===== src/rtl/kbl_pkg.sv =====
`timescale 1ns / 1ps

package kbl_pkg;

   // field widths
   localparam int COORD_W = 16;
   localparam int SCORE_W = 8;
   localparam int INDEX_W = 6;
   localparam int AREA_W  = 2 * COORD_W;

   // register reset value and box sentinels
   localparam logic [SCORE_W-1:0] THRESHOLD_RESET = SCORE_W'(26);
   localparam logic [COORD_W-1:0] COORD_ALL_ONES  = {COORD_W{1'b1}};
   localparam logic [COORD_W-1:0] COORD_ZERO      = {COORD_W{1'b0}};

   // queue between front and back
   localparam int QUEUE_DEPTH = 4;
   localparam int QPTR_W      = $clog2(QUEUE_DEPTH);
   localparam int QCNT_W      = $clog2(QUEUE_DEPTH + 1);

   // one closed person (or empty frame) handed from front to back
   typedef struct packed {
      logic [INDEX_W-1:0] person_index;
      logic [COORD_W-1:0] min_x;
      logic [COORD_W-1:0] min_y;
      logic [COORD_W-1:0] width;
      logic [COORD_W-1:0] height;
      logic               last_person;
      logic               empty_frame;
   } kbl_rec_type;

endpackage


===== src/rtl/kbl_front.sv =====
`timescale 1ns / 1ps

module kbl_front import kbl_pkg::*; #(
   parameter int MAX_PEOPLE = 64
) (
   input  logic               clock,
   input  logic               reset,
   input  logic               csr_write_en,
   input  logic [SCORE_W-1:0] csr_write_data,
   input  logic               req_valid,
   output logic               req_stall,
   input  logic [COORD_W-1:0] req_point_x,
   input  logic [COORD_W-1:0] req_point_y,
   input  logic [SCORE_W-1:0] req_point_score,
   input  logic               req_last_part,
   input  logic               req_last_person,
   input  logic               req_empty_frame,
   input  logic               q_full,
   output logic               q_push,
   output kbl_rec_type        q_rec
);

   localparam int CNT_W = $clog2(MAX_PEOPLE);
   localparam logic [CNT_W-1:0] CNT_LAST = CNT_W'(MAX_PEOPLE - 1);

   logic [SCORE_W-1:0] thresh_ff;
   logic [COORD_W-1:0] min_x_ff, max_x_ff, min_y_ff, max_y_ff;
   logic [COORD_W-1:0] min_x_in, max_x_in, min_y_in, max_y_in;
   logic [CNT_W-1:0]   cnt_ff;
   logic [CNT_W+INDEX_W-1:0] cnt_ext;
   logic               accept;
   logic               qualify;
   logic               box_ok;

   // take an item whenever the queue has room
   assign req_stall = q_full;
   assign accept    = req_valid && !q_full;
   assign qualify   = req_point_score > thresh_ff;

   // box widened by the current keypoint
   always_comb begin
      min_x_in = (qualify && req_point_x < min_x_ff) ? req_point_x : min_x_ff;
      max_x_in = (qualify && req_point_x > max_x_ff) ? req_point_x : max_x_ff;
      min_y_in = (qualify && req_point_y < min_y_ff) ? req_point_y : min_y_ff;
      max_y_in = (qualify && req_point_y > max_y_ff) ? req_point_y : max_y_ff;
   end

   assign box_ok  = (max_x_in >= min_x_in) && (max_y_in >= min_y_in);
   assign cnt_ext = {{INDEX_W{1'b0}}, cnt_ff};

   // closed person record
   always_comb begin
      q_push = accept && (req_empty_frame || req_last_part);
      q_rec.empty_frame  = req_empty_frame;
      q_rec.last_person  = req_last_person;
      q_rec.person_index = req_empty_frame ? {INDEX_W{1'b0}} : cnt_ext[INDEX_W-1:0];
      if (box_ok && !req_empty_frame) begin
         q_rec.min_x  = min_x_in;
         q_rec.min_y  = min_y_in;
         q_rec.width  = max_x_in - min_x_in;
         q_rec.height = max_y_in - min_y_in;
      end else begin
         q_rec.min_x  = COORD_ZERO;
         q_rec.min_y  = COORD_ZERO;
         q_rec.width  = COORD_ZERO;
         q_rec.height = COORD_ZERO;
      end
   end

   // threshold register
   always_ff @(posedge clock) begin
      if (reset) begin
         thresh_ff <= THRESHOLD_RESET;
      end else if (csr_write_en) begin
         thresh_ff <= csr_write_data;
      end
   end

   // running box and person counter
   always_ff @(posedge clock) begin
      if (reset) begin
         min_x_ff <= COORD_ALL_ONES;
         max_x_ff <= COORD_ZERO;
         min_y_ff <= COORD_ALL_ONES;
         max_y_ff <= COORD_ZERO;
         cnt_ff   <= '0;
      end else if (accept) begin
         if (req_empty_frame || req_last_part) begin
            min_x_ff <= COORD_ALL_ONES;
            max_x_ff <= COORD_ZERO;
            min_y_ff <= COORD_ALL_ONES;
            max_y_ff <= COORD_ZERO;
            if (req_empty_frame || req_last_person) begin
               cnt_ff <= '0;
            end else if (cnt_ff != CNT_LAST) begin
               cnt_ff <= cnt_ff + CNT_W'(1);
            end
         end else begin
            min_x_ff <= min_x_in;
            max_x_ff <= max_x_in;
            min_y_ff <= min_y_in;
            max_y_ff <= max_y_in;
         end
      end
   end

endmodule


===== src/rtl/kbl_queue.sv =====
`timescale 1ns / 1ps

module kbl_queue import kbl_pkg::*; (
   input  logic        clock,
   input  logic        reset,
   input  logic        push,
   input  kbl_rec_type push_rec,
   input  logic        pop,
   output kbl_rec_type pop_rec,
   output logic        full,
   output logic        empty
);

   kbl_rec_type       entry_ff [QUEUE_DEPTH];
   logic [QPTR_W-1:0] wr_ptr_ff, rd_ptr_ff;
   logic [QCNT_W-1:0] count_ff;

   assign full    = count_ff == QCNT_W'(QUEUE_DEPTH);
   assign empty   = count_ff == '0;
   assign pop_rec = entry_ff[rd_ptr_ff];

   // storage
   always_ff @(posedge clock) begin
      if (push) begin
         entry_ff[wr_ptr_ff] <= push_rec;
      end
   end

   // pointers and fill count
   always_ff @(posedge clock) begin
      if (reset) begin
         wr_ptr_ff <= '0;
         rd_ptr_ff <= '0;
         count_ff  <= '0;
      end else begin
         if (push) begin
            wr_ptr_ff <= (wr_ptr_ff == QPTR_W'(QUEUE_DEPTH - 1)) ? '0
                                                                : wr_ptr_ff + QPTR_W'(1);
         end
         if (pop) begin
            rd_ptr_ff <= (rd_ptr_ff == QPTR_W'(QUEUE_DEPTH - 1)) ? '0
                                                                : rd_ptr_ff + QPTR_W'(1);
         end
         unique case ({push, pop})
            2'b10:   count_ff <= count_ff + QCNT_W'(1);
            2'b01:   count_ff <= count_ff - QCNT_W'(1);
            default: count_ff <= count_ff;
         endcase
      end
   end

   // no overflow or underflow
   a_no_push_full: assert property (@(posedge clock) disable iff (reset)
      push |-> !full) else $error("push into full queue");
   a_no_pop_empty: assert property (@(posedge clock) disable iff (reset)
      pop |-> !empty) else $error("pop from empty queue");
   a_count_range: assert property (@(posedge clock) disable iff (reset)
      count_ff <= QCNT_W'(QUEUE_DEPTH)) else $error("queue count out of range");

endmodule


===== src/rtl/kbl_back.sv =====
`timescale 1ns / 1ps

module kbl_back import kbl_pkg::*; (
   input  logic               clock,
   input  logic               reset,
   input  logic               q_empty,
   input  kbl_rec_type        q_rec,
   output logic               q_pop,
   output logic               rsp_valid,
   input  logic               rsp_stall,
   output logic [INDEX_W-1:0] rsp_person_index,
   output logic [COORD_W-1:0] rsp_box_min_x,
   output logic [COORD_W-1:0] rsp_box_min_y,
   output logic [COORD_W-1:0] rsp_box_width,
   output logic [COORD_W-1:0] rsp_box_height,
   output logic [AREA_W-1:0]  rsp_box_area,
   output logic [INDEX_W-1:0] rsp_biggest_index,
   output logic               rsp_biggest_valid,
   output logic               rsp_frame_done
);

   logic               s1_valid_ff;
   kbl_rec_type        s1_rec_ff;
   logic [AREA_W-1:0]  s1_area_ff;
   logic               out_valid_ff;
   logic               out_free;
   logic               advance;
   logic               take;
   logic [INDEX_W-1:0] big_idx_in;

   logic [AREA_W-1:0]  best_area_ff;
   logic [INDEX_W-1:0] best_idx_ff;
   logic               have_best_ff;

   logic [INDEX_W-1:0] o_index_ff, o_big_ff;
   logic [COORD_W-1:0] o_min_x_ff, o_min_y_ff, o_width_ff, o_height_ff;
   logic [AREA_W-1:0]  o_area_ff;
   logic               o_big_valid_ff, o_done_ff;

   assign out_free = !out_valid_ff || !rsp_stall;
   assign advance  = s1_valid_ff && out_free;
   assign q_pop    = !q_empty && (!s1_valid_ff || out_free);

   // largest-area decision, earlier person wins a tie
   assign take       = !have_best_ff || (s1_area_ff > best_area_ff);
   assign big_idx_in = take ? s1_rec_ff.person_index : best_idx_ff;

   // stage 1: area multiply
   always_ff @(posedge clock) begin
      if (reset) begin
         s1_valid_ff <= 1'b0;
      end else if (!s1_valid_ff || out_free) begin
         s1_valid_ff <= q_pop;
      end
   end

   always_ff @(posedge clock) begin
      if (q_pop) begin
         s1_rec_ff  <= q_rec;
         s1_area_ff <= AREA_W'(q_rec.width) * AREA_W'(q_rec.height);
      end
   end

   // best-person tracking per frame
   always_ff @(posedge clock) begin
      if (reset) begin
         best_area_ff <= '0;
         best_idx_ff  <= '0;
         have_best_ff <= 1'b0;
      end else if (advance) begin
         if (s1_rec_ff.empty_frame || s1_rec_ff.last_person) begin
            best_area_ff <= '0;
            best_idx_ff  <= '0;
            have_best_ff <= 1'b0;
         end else if (take) begin
            best_area_ff <= s1_area_ff;
            best_idx_ff  <= s1_rec_ff.person_index;
            have_best_ff <= 1'b1;
         end
      end
   end

   // output register
   always_ff @(posedge clock) begin
      if (reset) begin
         out_valid_ff <= 1'b0;
      end else if (out_free) begin
         out_valid_ff <= s1_valid_ff;
      end
   end

   always_ff @(posedge clock) begin
      if (advance) begin
         o_index_ff  <= s1_rec_ff.person_index;
         o_min_x_ff  <= s1_rec_ff.min_x;
         o_min_y_ff  <= s1_rec_ff.min_y;
         o_width_ff  <= s1_rec_ff.width;
         o_height_ff <= s1_rec_ff.height;
         o_area_ff   <= s1_area_ff;
         if (s1_rec_ff.empty_frame) begin
            o_big_ff       <= '0;
            o_big_valid_ff <= 1'b0;
            o_done_ff      <= 1'b1;
         end else begin
            o_big_ff       <= big_idx_in;
            o_big_valid_ff <= 1'b1;
            o_done_ff      <= s1_rec_ff.last_person;
         end
      end
   end

   assign rsp_valid         = out_valid_ff;
   assign rsp_person_index  = o_index_ff;
   assign rsp_box_min_x     = o_min_x_ff;
   assign rsp_box_min_y     = o_min_y_ff;
   assign rsp_box_width     = o_width_ff;
   assign rsp_box_height    = o_height_ff;
   assign rsp_box_area      = o_area_ff;
   assign rsp_biggest_index = o_big_ff;
   assign rsp_biggest_valid = o_big_valid_ff;
   assign rsp_frame_done    = o_done_ff;

   // stage 1 holds while the output is blocked
   a_s1_hold: assert property (@(posedge clock) disable iff (reset)
      (s1_valid_ff && !out_free) |-> !q_pop) else $error("stage 1 overwritten");
   // an empty-frame result carries no box and no biggest person
   a_empty_result: assert property (@(posedge clock) disable iff (reset)
      (out_valid_ff && !o_big_valid_ff) |-> (o_done_ff && o_area_ff == '0))
      else $error("bad empty-frame result");

endmodule


===== src/rtl/keypoint_box_largest_person.sv =====
`timescale 1ns / 1ps

// Bounding box and largest-person selector for streamed pose keypoints.
// req_ channel: one keypoint per item (x, y, score, last_part, last_person,
//   empty_frame). An item is taken at a clock edge with req_valid high and
//   req_stall low.
// rsp_ channel: one item per closed person and one per empty frame, with
//   the box, its area and the index of the largest person of the frame so far.
// csr_ port: csr_write_en writes csr_write_data to the score threshold.
// Throughput: one keypoint per cycle while req_stall is low.
// Path: a closing keypoint's record goes into a 4-entry queue, then the area
//   multiply stage, then the output register, which drives rsp_valid.
// When the receiver holds rsp_stall, the output register keeps its item,
//   the multiply stage and the queue fill, and req_stall rises once the
//   queue is full; nothing is lost or repeated.
// Reset (synchronous, active high) empties the queue and pipeline, clears
//   the running box, person counter and best-person state, and sets the
//   threshold to 26. Person indexes saturate at MAX_PEOPLE - 1.
module keypoint_box_largest_person import kbl_pkg::*; #(
   parameter int MAX_PEOPLE = 64
) (
   input  logic               clock,
   input  logic               reset,
   input  logic               csr_write_en,
   input  logic [SCORE_W-1:0] csr_write_data,
   input  logic               req_valid,
   output logic               req_stall,
   input  logic [COORD_W-1:0] req_point_x,
   input  logic [COORD_W-1:0] req_point_y,
   input  logic [SCORE_W-1:0] req_point_score,
   input  logic               req_last_part,
   input  logic               req_last_person,
   input  logic               req_empty_frame,
   output logic               rsp_valid,
   input  logic               rsp_stall,
   output logic [INDEX_W-1:0] rsp_person_index,
   output logic [COORD_W-1:0] rsp_box_min_x,
   output logic [COORD_W-1:0] rsp_box_min_y,
   output logic [COORD_W-1:0] rsp_box_width,
   output logic [COORD_W-1:0] rsp_box_height,
   output logic [AREA_W-1:0]  rsp_box_area,
   output logic [INDEX_W-1:0] rsp_biggest_index,
   output logic               rsp_biggest_valid,
   output logic               rsp_frame_done
);

   logic        q_push, q_pop, q_full, q_empty;
   kbl_rec_type push_rec, pop_rec;

   // keypoint intake and box tracking
   kbl_front #(.MAX_PEOPLE(MAX_PEOPLE)) u_front (
      .clock           (clock),
      .reset           (reset),
      .csr_write_en    (csr_write_en),
      .csr_write_data  (csr_write_data),
      .req_valid       (req_valid),
      .req_stall       (req_stall),
      .req_point_x     (req_point_x),
      .req_point_y     (req_point_y),
      .req_point_score (req_point_score),
      .req_last_part   (req_last_part),
      .req_last_person (req_last_person),
      .req_empty_frame (req_empty_frame),
      .q_full          (q_full),
      .q_push          (q_push),
      .q_rec           (push_rec)
   );

   // decoupling queue
   kbl_queue u_queue (
      .clock    (clock),
      .reset    (reset),
      .push     (q_push),
      .push_rec (push_rec),
      .pop      (q_pop),
      .pop_rec  (pop_rec),
      .full     (q_full),
      .empty    (q_empty)
   );

   // area and largest-person selection
   kbl_back u_back (
      .clock             (clock),
      .reset             (reset),
      .q_empty           (q_empty),
      .q_rec             (pop_rec),
      .q_pop             (q_pop),
      .rsp_valid         (rsp_valid),
      .rsp_stall         (rsp_stall),
      .rsp_person_index  (rsp_person_index),
      .rsp_box_min_x     (rsp_box_min_x),
      .rsp_box_min_y     (rsp_box_min_y),
      .rsp_box_width     (rsp_box_width),
      .rsp_box_height    (rsp_box_height),
      .rsp_box_area      (rsp_box_area),
      .rsp_biggest_index (rsp_biggest_index),
      .rsp_biggest_valid (rsp_biggest_valid),
      .rsp_frame_done    (rsp_frame_done)
   );

endmodule


===== config.mk =====
export PLATFORM = sky130hd
export DESIGN_NAME = keypoint_box_largest_person
export DESIGN_NICKNAME = d
export VERILOG_FILES = /design/src/rtl/kbl_pkg.sv /design/src/rtl/kbl_front.sv /design/src/rtl/kbl_queue.sv /design/src/rtl/kbl_back.sv /design/src/rtl/keypoint_box_largest_person.sv
export SDC_FILE = /design/constraint.sdc
export NUM_CORES = 1
export LEC_CHECK = 0
export BUFFER_PORTS_ARGS = -buffer_cell sky130_fd_sc_hd__buf_4
export CAP_MARGIN = 30
export CORE_MARGIN = 1.5
export CORE_UTILIZATION = 55
export DETAILED_ROUTE_END_ITERATION = 12
export GPL_ROUTABILITY_DRIVEN = 1
export PLACE_DENSITY = 0.73
export REMOVE_ABC_BUFFERS = 1
export SLEW_MARGIN = 30
export SYNTH_ARGS = -nofsm -noshare
export SYNTH_HDL_FRONTEND = slang
export SYNTH_SLANG_ARGS = --single-unit

===== constraint.sdc =====
create_clock -name clock -period 13.6 [get_ports clock]
set_clock_uncertainty 0.2 [all_clocks]
set_input_delay 2.72 -clock clock [delete_from_list [all_inputs] [get_ports clock]]
set_output_delay 2.72 -clock clock [all_outputs]
set_load 0.05 [all_outputs]

# [Yosys cells after proc, flatten, opt, wreduce, memory -nomap -nowiden]
# Memory sizes are Yosys's and may differ from the RTL's. A register that Yosys moved wholly into a read port is not among the register bits.
# Index checks and enable logic that the tools add are counted.
[classes] n_addsub=7 mul=1 order_cmp=8 n_eq_ne=6 n_mux=26 reduce_logical=29
[op_table] cell="$mux 16" count=8
[op_table] cell="$mux 32" count=2
[op_table] cell="$mux 64" count=1
[op_table] cell="$ge 16x16->1" count=2
[op_table] cell="$gt 16x16->1" count=2
[op_table] cell="$gt 32x32->1" count=1
[op_table] cell="$lt 16x16->1" count=2
[op_table] cell="$mul 16x16->32" count=1
[op_table] cell="$sub 16x16->16" count=2
[op_table] cell="$mux 6" count=5
[op_table] cell="$logic_and 1x1->1" count=10
[op_table] cell="$gt 8x8->1" count=1
[op_table] cell="$mux 2" count=4
[op_table] cell="$logic_not 1->1" count=7
[op_table] cell="$add 6x1->6 const B" count=1
[op_table] cell="$eq 2x2->1 const B" count=3
[op_table] cell="$logic_or 1x1->1" count=6
[op_table] cell="$ne 6x6->1 const B" count=1
[op_table] cell="$pmux 3 s2" count=1
[op_table] cell="$reduce_bool 2->1" count=3
[op_table] cell="$mux 1" count=5
[op_table] cell="$add 2x1->2 const B" count=2
[op_table] cell="$add 3x1->3 const B" count=1
[op_table] cell="$eq 3x3->1 const B" count=1
[op_table] cell="5 further kinds" count=5
[word_totals] ff_bits=340 ramBits=288 inputBits=56 out_inout_bits=112 wordCells=109 mem_count=1
[mem_list] memory="u_queue.entry_ff" depth=4 width=72 rd=1 rd_ports_with_merged_regs=1 wr=1 line="kbl_queue.sv:14" rtl="kbl_rec_type entry_ff [QUEUE_DEPTH];"

# [Logic depth before layout (Yosys ltp)]
# Gate-level depths: netlist (run 1).
[logic_depth] depth_word=7 ltp_mapped=28 ltp_nobuf=25

# [Cells and area by module]
# A second synthesis (run 1) with hierarchy kept.
[unflattened] hier_cells=2702 area_unflattened_um2=34891.0
[by_module_without_submodules] mod="kbl_back" instances=1 cells_each=1396 area_each_um2=17025.1 seq_area_each_um2=7247.0
[by_module_without_submodules] mod="kbl_queue" instances=1 cells_each=424 area_each_um2=10915.5 seq_area_each_um2=8828.5
[by_module_without_submodules] mod="kbl_front" instances=1 cells_each=882 area_each_um2=6950.4 seq_area_each_um2=1561.5

# [Least setup slack after synthesis (run 1)]
# OpenSTA, ideal clock, no wires.
[synth_timing] kind="input-to-reg" from="input rsp_stall" to="register u_queue.count_ff[2]" setup_ns=0.070 t_arrival_ns=9.997 required_ns=13.330 setup_slack_ns=3.332 cell_stages=7 path_buffers=0 path_cell_list="a31oi_1 -> ha_1 -> inv_1 -> fa_1 -> xor2_1 -> or3_1 -> a21oi_1"
[synth_via] elab_chain_len=6 elab_cells_between_ends=8 cone_classes="2 x eq/ne; 1 x mux; 5 x reduce/logical"
[synth_lines] item="start, declared" line="keypoint_box_largest_person.sv:35" rtl="input logic rsp_stall,"
[synth_lines] item="$logic_not 1->1 *" line="kbl_back.sv:40" rtl="assign out_free = !out_valid_ff || !rsp_stall;"
[synth_lines] item="$logic_or 1x1->1 *" line="kbl_back.sv:40"
[synth_lines] item="$logic_or 1x1->1 *" line="kbl_back.sv:42" rtl="assign q_pop = !q_empty && (!s1_valid_ff || out_free);"
[synth_lines] item="$logic_and 1x1->1 *" line="kbl_back.sv:42"
[synth_lines] item="$eq 2x1->1 or $eq 2x2->1 (tied branches)" line="kbl_queue.sv:44" rtl="unique case ({push, pop})"
[synth_lines] item="$pmux 3 s2 or $reduce_bool 2->1 (tied branches)"
[synth_lines] item="end signal, assigned" line="kbl_queue.sv:45" rtl="2'b10: count_ff <= count_ff + QCNT_W'(1);"
[synth_lines] item="end signal, assigned" line="kbl_queue.sv:46" rtl="2'b01: count_ff <= count_ff - QCNT_W'(1);"
[synth_lines] item="end signal, assigned" line="kbl_queue.sv:47" rtl="default: count_ff <= count_ff;"
[synth_lines] item="end, declared" line="kbl_queue.sv:16" rtl="logic [QCNT_W-1:0] count_ff;"
# Every way passes the cells marked *; elsewhere a longest branch is shown, timed or not.
# A chain may end at the register's enable or synchronous reset.

==> impl_metrics.yaml, run 1 <==
clock_network:
  clock_sinks: 630
  postCtsHoldBufs: 0
  ctsResizeCount: 0
  clkTransAtPathRegs_ps: 60
  root_buffer: "clkbuf_16"
  postCtsSetupBuffers: 0
  clk_latency_ps: 610
  htreeDepth: 3
  cts_buffers: 68
  cts_tree: "done"
  clockBufferDepth: 3
synthesis:
  synthesis.instances: 2926
  synth_top_area_frac: 0.426
  avgSynthCellArea_um2: 12.1
  ys_ff_latch: 630
  synth_ff_type: "edfxtp_1"
  yosysUniqueCellTypes: 66
  seq_area_frac_synth: 0.498
  async_reset_ff_frac: 0
  synth_edf_count: 502
  synth_area_leaders: "edfxtp_1 (43%), fa_1 (11%), ha_1 (8.7%)"
  synth_area_leader_cell: "edfxtp_1"
  yosysMostFrequentCell: "edfxtp_1"
  synth_top_cells_by_count: "edfxtp_1 (502), inv_1 (371), nand2_1 (294)"
  syn-cell-area_mm2: 0.0354
  yosysWarnings: 0
finish:
  nets: 3571
  fill_cells: 4913
  drive_gt1_frac: 0.137
  syn_to_final_growth_pct: 12.4
  diodes: 0
  final_util: 0.628
  finalInstanceArea_mm2: 0.0398
global_route:
  antenna_found_initial: 0
  grt_first_pass_wirelength_um: 130000
  track_usage: 0.252
  grt_pass1_vias: 24000
  grt_overflow: 0
  grt_max_degree: 66
worst_setup_path:
  r2r_cells: 22
  crit_family: "adder cells"
  cp_num_cells: 22
  crit_path_frequent_cell: "fa_1"
  cp.arrival_ps: 8770
  path_cells: "buf_4 -> mux2_2 -> o21ai_1 -> clkinv_1 -> and2_1 -> fa_1 -> fa_1 -> fa_1 -> fa_1 -> fa_1 -> inv_1 -> fa_1 -> inv_1 -> ha_1 -> a21oi_1 -> o21ai_0 -> o41ai_1 -> a2bb2oi_1 -> a31oi_1 -> o21ai_0 -> nand2b_1 -> xnor2_1"
  cp-start-kind: "flip-flop"
  slowest_stage: "buf_4"
  cp-end-kind: "flip-flop"
  critPathBufInv: 4
  required_ps: 13740
  path_max_fanout: 51
  criticalPathCategory: "reg2reg"
  cpPeakStageDelay_ps: 690
run_status:
  outcome: "finished clean"
route:
  drc_errors: 0
  vias: 23000
  firstDrtPassIters: 6
  drtIter0Drc: 1710
  vias_per_cell: 5.78
  ant_nets: 0
  drt-total-wl_um: 82000
  wl_per_cell_um: 20.6
placed_design:
  portBuffers: 167
  place_congestion: 0.961
  placed_area_mm2: 0.0375
  place_hpwl_um: 57100
  pre_cts_ws_ps: 4260
sta:
  min_period_ps: 8620
  worstMarginPinSlew_ps: 952
  fin_tns_setup_ps: 0
  relSlewSlack: 0.361
  setup_viol: 0
  hold_viol: 0
  slew_violations: 0
  fin_crit_sh: 0.634
  max_freq_mhz: 116
  rsz0062_at_grt: "false"
  fin_ws_ps: 4980
run:
  maxCapViolCount: 0
floorplan:
  io-pin-count: 168
  die_area_mm2: 0.0659
  num_rows: 92
  initial_core_util: 0.559
  coreArea_mm2: 0.0633
  die_h_um: 257
  die_w_um: 257
hold_path:
  hold_path.class: "reg2reg"
  hold_depth: 0
==> kinds of logic (layout without fill, tap and decap cells) <==
family,after synthesis,count (layout),share of synthesized area
AO/OA/AOI/OAI,421,421,0.0770
XOR/XNOR,55,55,0.0136
adder cells (fa/ha/maj),442,442,0.198
buffers and inverters,494,696,0.0535
flip-flops,630,630,0.498
multiplexers,138,138,0.0621
AND/OR/NAND/NOR,746,746,0.0972
==> metrics by stage <==
| step | instances | hold slack, ps |
|---|---|---|
| finish | 3974 | 218 |
| global route | 3974 | 222 |
| CTS | 3974 | 217 |
| detailed placement | 3849 | 205 |
| global placement | 3848 | 200 |
| floorplan | 2806 | 200 |
==> final cells by class <==
type                       count  area [um^2]  area share
sequential                   630        17600       0.444
tap                          846         1060      0.0266
inverter                     374         1410      0.0354
clock buffer                  92         1930      0.0484
clock inverter                33          298     0.00749
timing repair buffer         197         1510      0.0381
multi-input combinational   1802        15900       0.400
==> final timing paths <==
kind,from,end,slack [ps]
worst max-delay path,flip-flop,u_back.s1_area_ff[31]$_DFFE_PP_,4980
worst min-delay path,u_back.s1_rec_ff[18]$_DFFE_PP_,u_back.rsp_box_width[0]$_DFFE_PP_,220
worst max register to register,flip-flop,u_back.s1_area_ff[31]$_DFFE_PP_,4980
worst min register to register,u_back.s1_rec_ff[18]$_DFFE_PP_,u_back.rsp_box_width[0]$_DFFE_PP_,220
==> placed cells by master, fill, tap and decap left out, types with 8 or more instances in the layout <==
| cell | count |
|---|---|
| a211o_1 | 9 |
| a21o_1 | 44 |
| a21oi_1 | 99 |
| a22o_1 | 34 |
| a31oi_1 | 60 |
| and2_1 | 66 |
| buf_4 | 192 |
| clkbuf_1 | 14 |
| clkbuf_16 | 71 |
| clkinv_1 | 15 |
| dfxtp_1 | 126 |
| edfxtp_1 | 502 |
| fa_1 | 197 |
| ha_1 | 245 |
| inv_1 | 370 |
| mux2_2 | 42 |
| mux2i_1 | 35 |
| mux4_2 | 61 |
| nand2_1 | 294 |
| nand2b_1 | 12 |
| nand3_1 | 37 |
| nand4_1 | 64 |
| nor2_1 | 170 |
| nor2b_1 | 25 |
| nor3_1 | 23 |
| nor4_1 | 18 |
| o211ai_1 | 24 |
| o21a_1 | 10 |
| o21ai_0 | 79 |
| o21ai_1 | 10 |
| or3_1 | 8 |
| xnor2_1 | 35 |
| xor2_1 | 20 |
==> flip-flops by register name, indices dropped and copies added, names as in the netlist, 3 cells and up, named ones only <==
name	flops
u_back.s1_rec_ff	72
u_back.best_idx_ff	6
u_back.rsp_box_area	32
u_back.rsp_biggest_index	6
u_front.min_x_ff	16
u_front.max_x_ff	16
u_front.max_y_ff	16
u_front.thresh_ff	8
u_back.rsp_box_width	16
u_back.s1_area_ff	32
u_queue.count_ff	3
u_back.best_area_ff	32
u_back.rsp_box_height	16
u_front.cnt_ff	6
u_front.min_y_ff	16
u_back.rsp_box_min_x	16
u_back.rsp_box_min_y	16
u_back.rsp_person_index	6
u_queue.entry_ff	288
==> per-layer routing <==
metal  global-route usage  routed length, um
met1                0.328              34000
met2                0.426              40600
met3               0.0388               4700
met4               0.0962               2660
met5                    0                  0
Power of run 1 is left out: the tool's default activity adds up to more than one toggle a clock period on the data nets, which glitch-free logic cannot reach.
==> run 2: changes to the inputs <==
- ABC_AREA: default -> 1
- clock period: 13.6 -> 8 ns (I/O delays scaled with it)
==> run 2 against run 1 <==
  * Global-route usage decreased by 0.98 points
  * Sequential share of layout area shrank 0.71 points
  * Worst hold slack got worse by 5.0 ps
  * Critical endpoint is now u_back.s1_area_ff[29]$_DFFE_PP_
  * First-iteration DRC count increased by 12%
  * Maximum frequency grew 18%
  * Core utilization shrank 0.14 points
  * Cell count grew 15%
  * Cell area rose by 1.6%
==> impl_metrics.yaml, run 2 <==
placed_design:
  place_congestion: 0.965
  placed_area_mm2: 0.0381
  portBuffers: 167
  pre_cts_ws_ps: 744
  place_hpwl_um: 57100
sta:
  fin_crit_sh: 0.910
  slew_violations: 0
  max_freq_mhz: 137
  worstMarginPinSlew_ps: 929
  relSlewSlack: 0.380
  rsz0062_at_grt: "false"
  setup_viol: 0
  fin_ws_ps: 717
  hold_viol: 0
  min_period_ps: 7280
synthesis:
  synth_area_leader_cell: "edfxtp_1"
  ys_ff_latch: 630
  seq_area_frac_synth: 0.491
  synth_ff_type: "edfxtp_1"
  yosysUniqueCellTypes: 54
  synth_edf_count: 502
  avgSynthCellArea_um2: 10.3
  synth_top_area_frac: 0.419
  synth_top_cells_by_count: "nand2_1 (617), edfxtp_1 (502), inv_1 (487)"
  yosysWarnings: 0
  synth_area_leaders: "edfxtp_1 (42%), fa_1 (11%), ha_1 (8.5%)"
  syn-cell-area_mm2: 0.0359
  async_reset_ff_frac: 0
  yosysMostFrequentCell: "nand2_1"
  synthesis.instances: 3499
hold_path:
  worstHoldStart: "u_back.s1_rec_ff[3]$_DFFE_PP_"
  hold_depth: 0
  min_to: "u_back.rsp_box_height[1]$_DFFE_PP_"
  hold_path.class: "reg2reg"
worst_setup_path:
  cpPeakStageDelay_ps: 700
  cp-end-kind: "flip-flop"
  r2r_end: "u_back.s1_area_ff[29]$_DFFE_PP_"
  critPathBufInv: 7
  rrSetupSlack_ps: 720
  cp-start-kind: "flip-flop"
  required_ps: 8160
  cp.arrival_ps: 7440
  slowest_stage: "buf_4"
  path_max_fanout: 83
  criticalPathCategory: "reg2reg"
  crit_family: "adder cells"
  r2r_cells: 26
route:
  met1_length_um: 33800
  vias_per_cell: 5.43
  drc_errors: 0
  route.met2.wl_um: 39400
  met3_length_um: 4460
  top_layer_used: "met4"
  firstDrtPassIters: 5
  vias: 24800
  drtIter0Drc: 1920
  drt-total-wl_um: 79900
  ant_nets: 0
  wl_per_cell_um: 17.5
global_route:
  grt_first_pass_wirelength_um: 128000
  grt_overflow: 0
  track_usage: 0.242
  antenna_found_initial: 0
  grt_pass1_vias: 24600
  grt_max_degree: 99
finish:
  largestRegisters: "u_queue.entry_ff x288, u_back.s1_rec_ff x72"
  largest_reg_flops: 288
  largest_register: "u_queue.entry_ff"
  nets: 4164
  finalInstanceArea_mm2: 0.0404
  syn_to_final_growth_pct: 12.4
  final_common_cell: "nand2_1"
  drive_gt1_frac: 0.113
  diodes: 0
  final_cell_mix: "nand2_1 (617), edfxtp_1 (502), inv_1 (486)"
run_status:
  outcome: "finished clean"
floorplan:
  num_rows: 93
  coreArea_mm2: 0.0645
  io-pin-count: 168
  die_h_um: 259
  die_area_mm2: 0.0669
  die_w_um: 259
  initial_core_util: 0.557
run:
  maxCapViolCount: 0
clock_network:
  clockBufferDepth: 3
  root_buffer: "clkbuf_16"
  postCtsHoldBufs: 0
  clkTransAtPathRegs_ps: 60
  clk_latency_ps: 640
  clock_sinks: 630
  cts_tree: "done"
  cts_buffers: 68
  htreeDepth: 3
  ctsResizeCount: 0
  postCtsSetupBuffers: 0
run 2: cell count changes after synthesis, moves of 85 or more:
cell,before,now
nor2_1,172,346
a21oi_1,100,245
o21ai_0,79,169
inv_1,371,487
nand2_1,294,617
nand3_1,38,123
run 2: layout make-up:
cell class | instances | area, um^2
inverters | 499 | 1880
clock inverters | 28 | 380
repair buffers | 224 | 1760
clock buffers | 96 | 1910
flip-flops and latches | 630 | 17600
multi-input cells | 2243 | 15800
fillers | 5271 | 24100
well taps | 855 | 1070
run 2: layer usage:
metal,global-route usage,vias up
met1,0.316,12000
met5,0,-
met4,0.0778,0
li1,-,12000
met3,0.0380,157
met2,0.414,747
run 2: cell families after synthesis:
kind of cell	Yosys count	synth area share
adder cells (fa/ha/maj)	442	0.195
buffers and inverters	626	0.0716
XOR/XNOR	55	0.0134
AND/OR/NAND/NOR	1188	0.139
flip-flops	630	0.491
AO/OA/AOI/OAI	558	0.0901
run 2: worst register-to-register path, delay by kind of cell, from the launching register on:
family	cells	cell delay, ps
adders and majority gates	7	3100
and+or+nand+nor	9	1220
AOI/OAI and AO/OA	2	660
DFF	1	420
xor gates and xnor gates	1	140
buffers and inverters	7	1280
run 2: through the flow:
stage	utilization	cells	TNS, ps	hold WS [ps]
4_1_cts	0.627	4575	0	214
2_1_floorplan	-	3372	-44370	200
5_1_grt	0.627	4575	0	216
6_report	0.627	4575	0	213
3_5_place_dp	0.591	4451	0	205
3_3_place_gp	0.590	4448	0	203
run 2: how the worst max path moves through the flow:
stage | from | end | slack [ps] | depth (start not counted)
finish | flip-flop | u_back.s1_area_ff[29]$_DFFE_PP_ | 720 | 26
global route | flip-flop | u_back.s1_area_ff[28]$_DFFE_PP_ | 220 | 26
CTS | flip-flop | u_back.s1_area_ff[29]$_DFFE_PP_ | 730 | 26
detailed placement | flip-flop | u_back.s1_area_ff[29]$_DFFE_PP_ | 740 | 26
global placement | flip-flop | u_back.s1_area_ff[28]$_DFFE_PP_ | 890 | 24
floorplan | flip-flop | u_back.s1_area_ff[29]$_DFFE_PP_ | -2110 | 26
Power of run 2 is left out for the same reason.
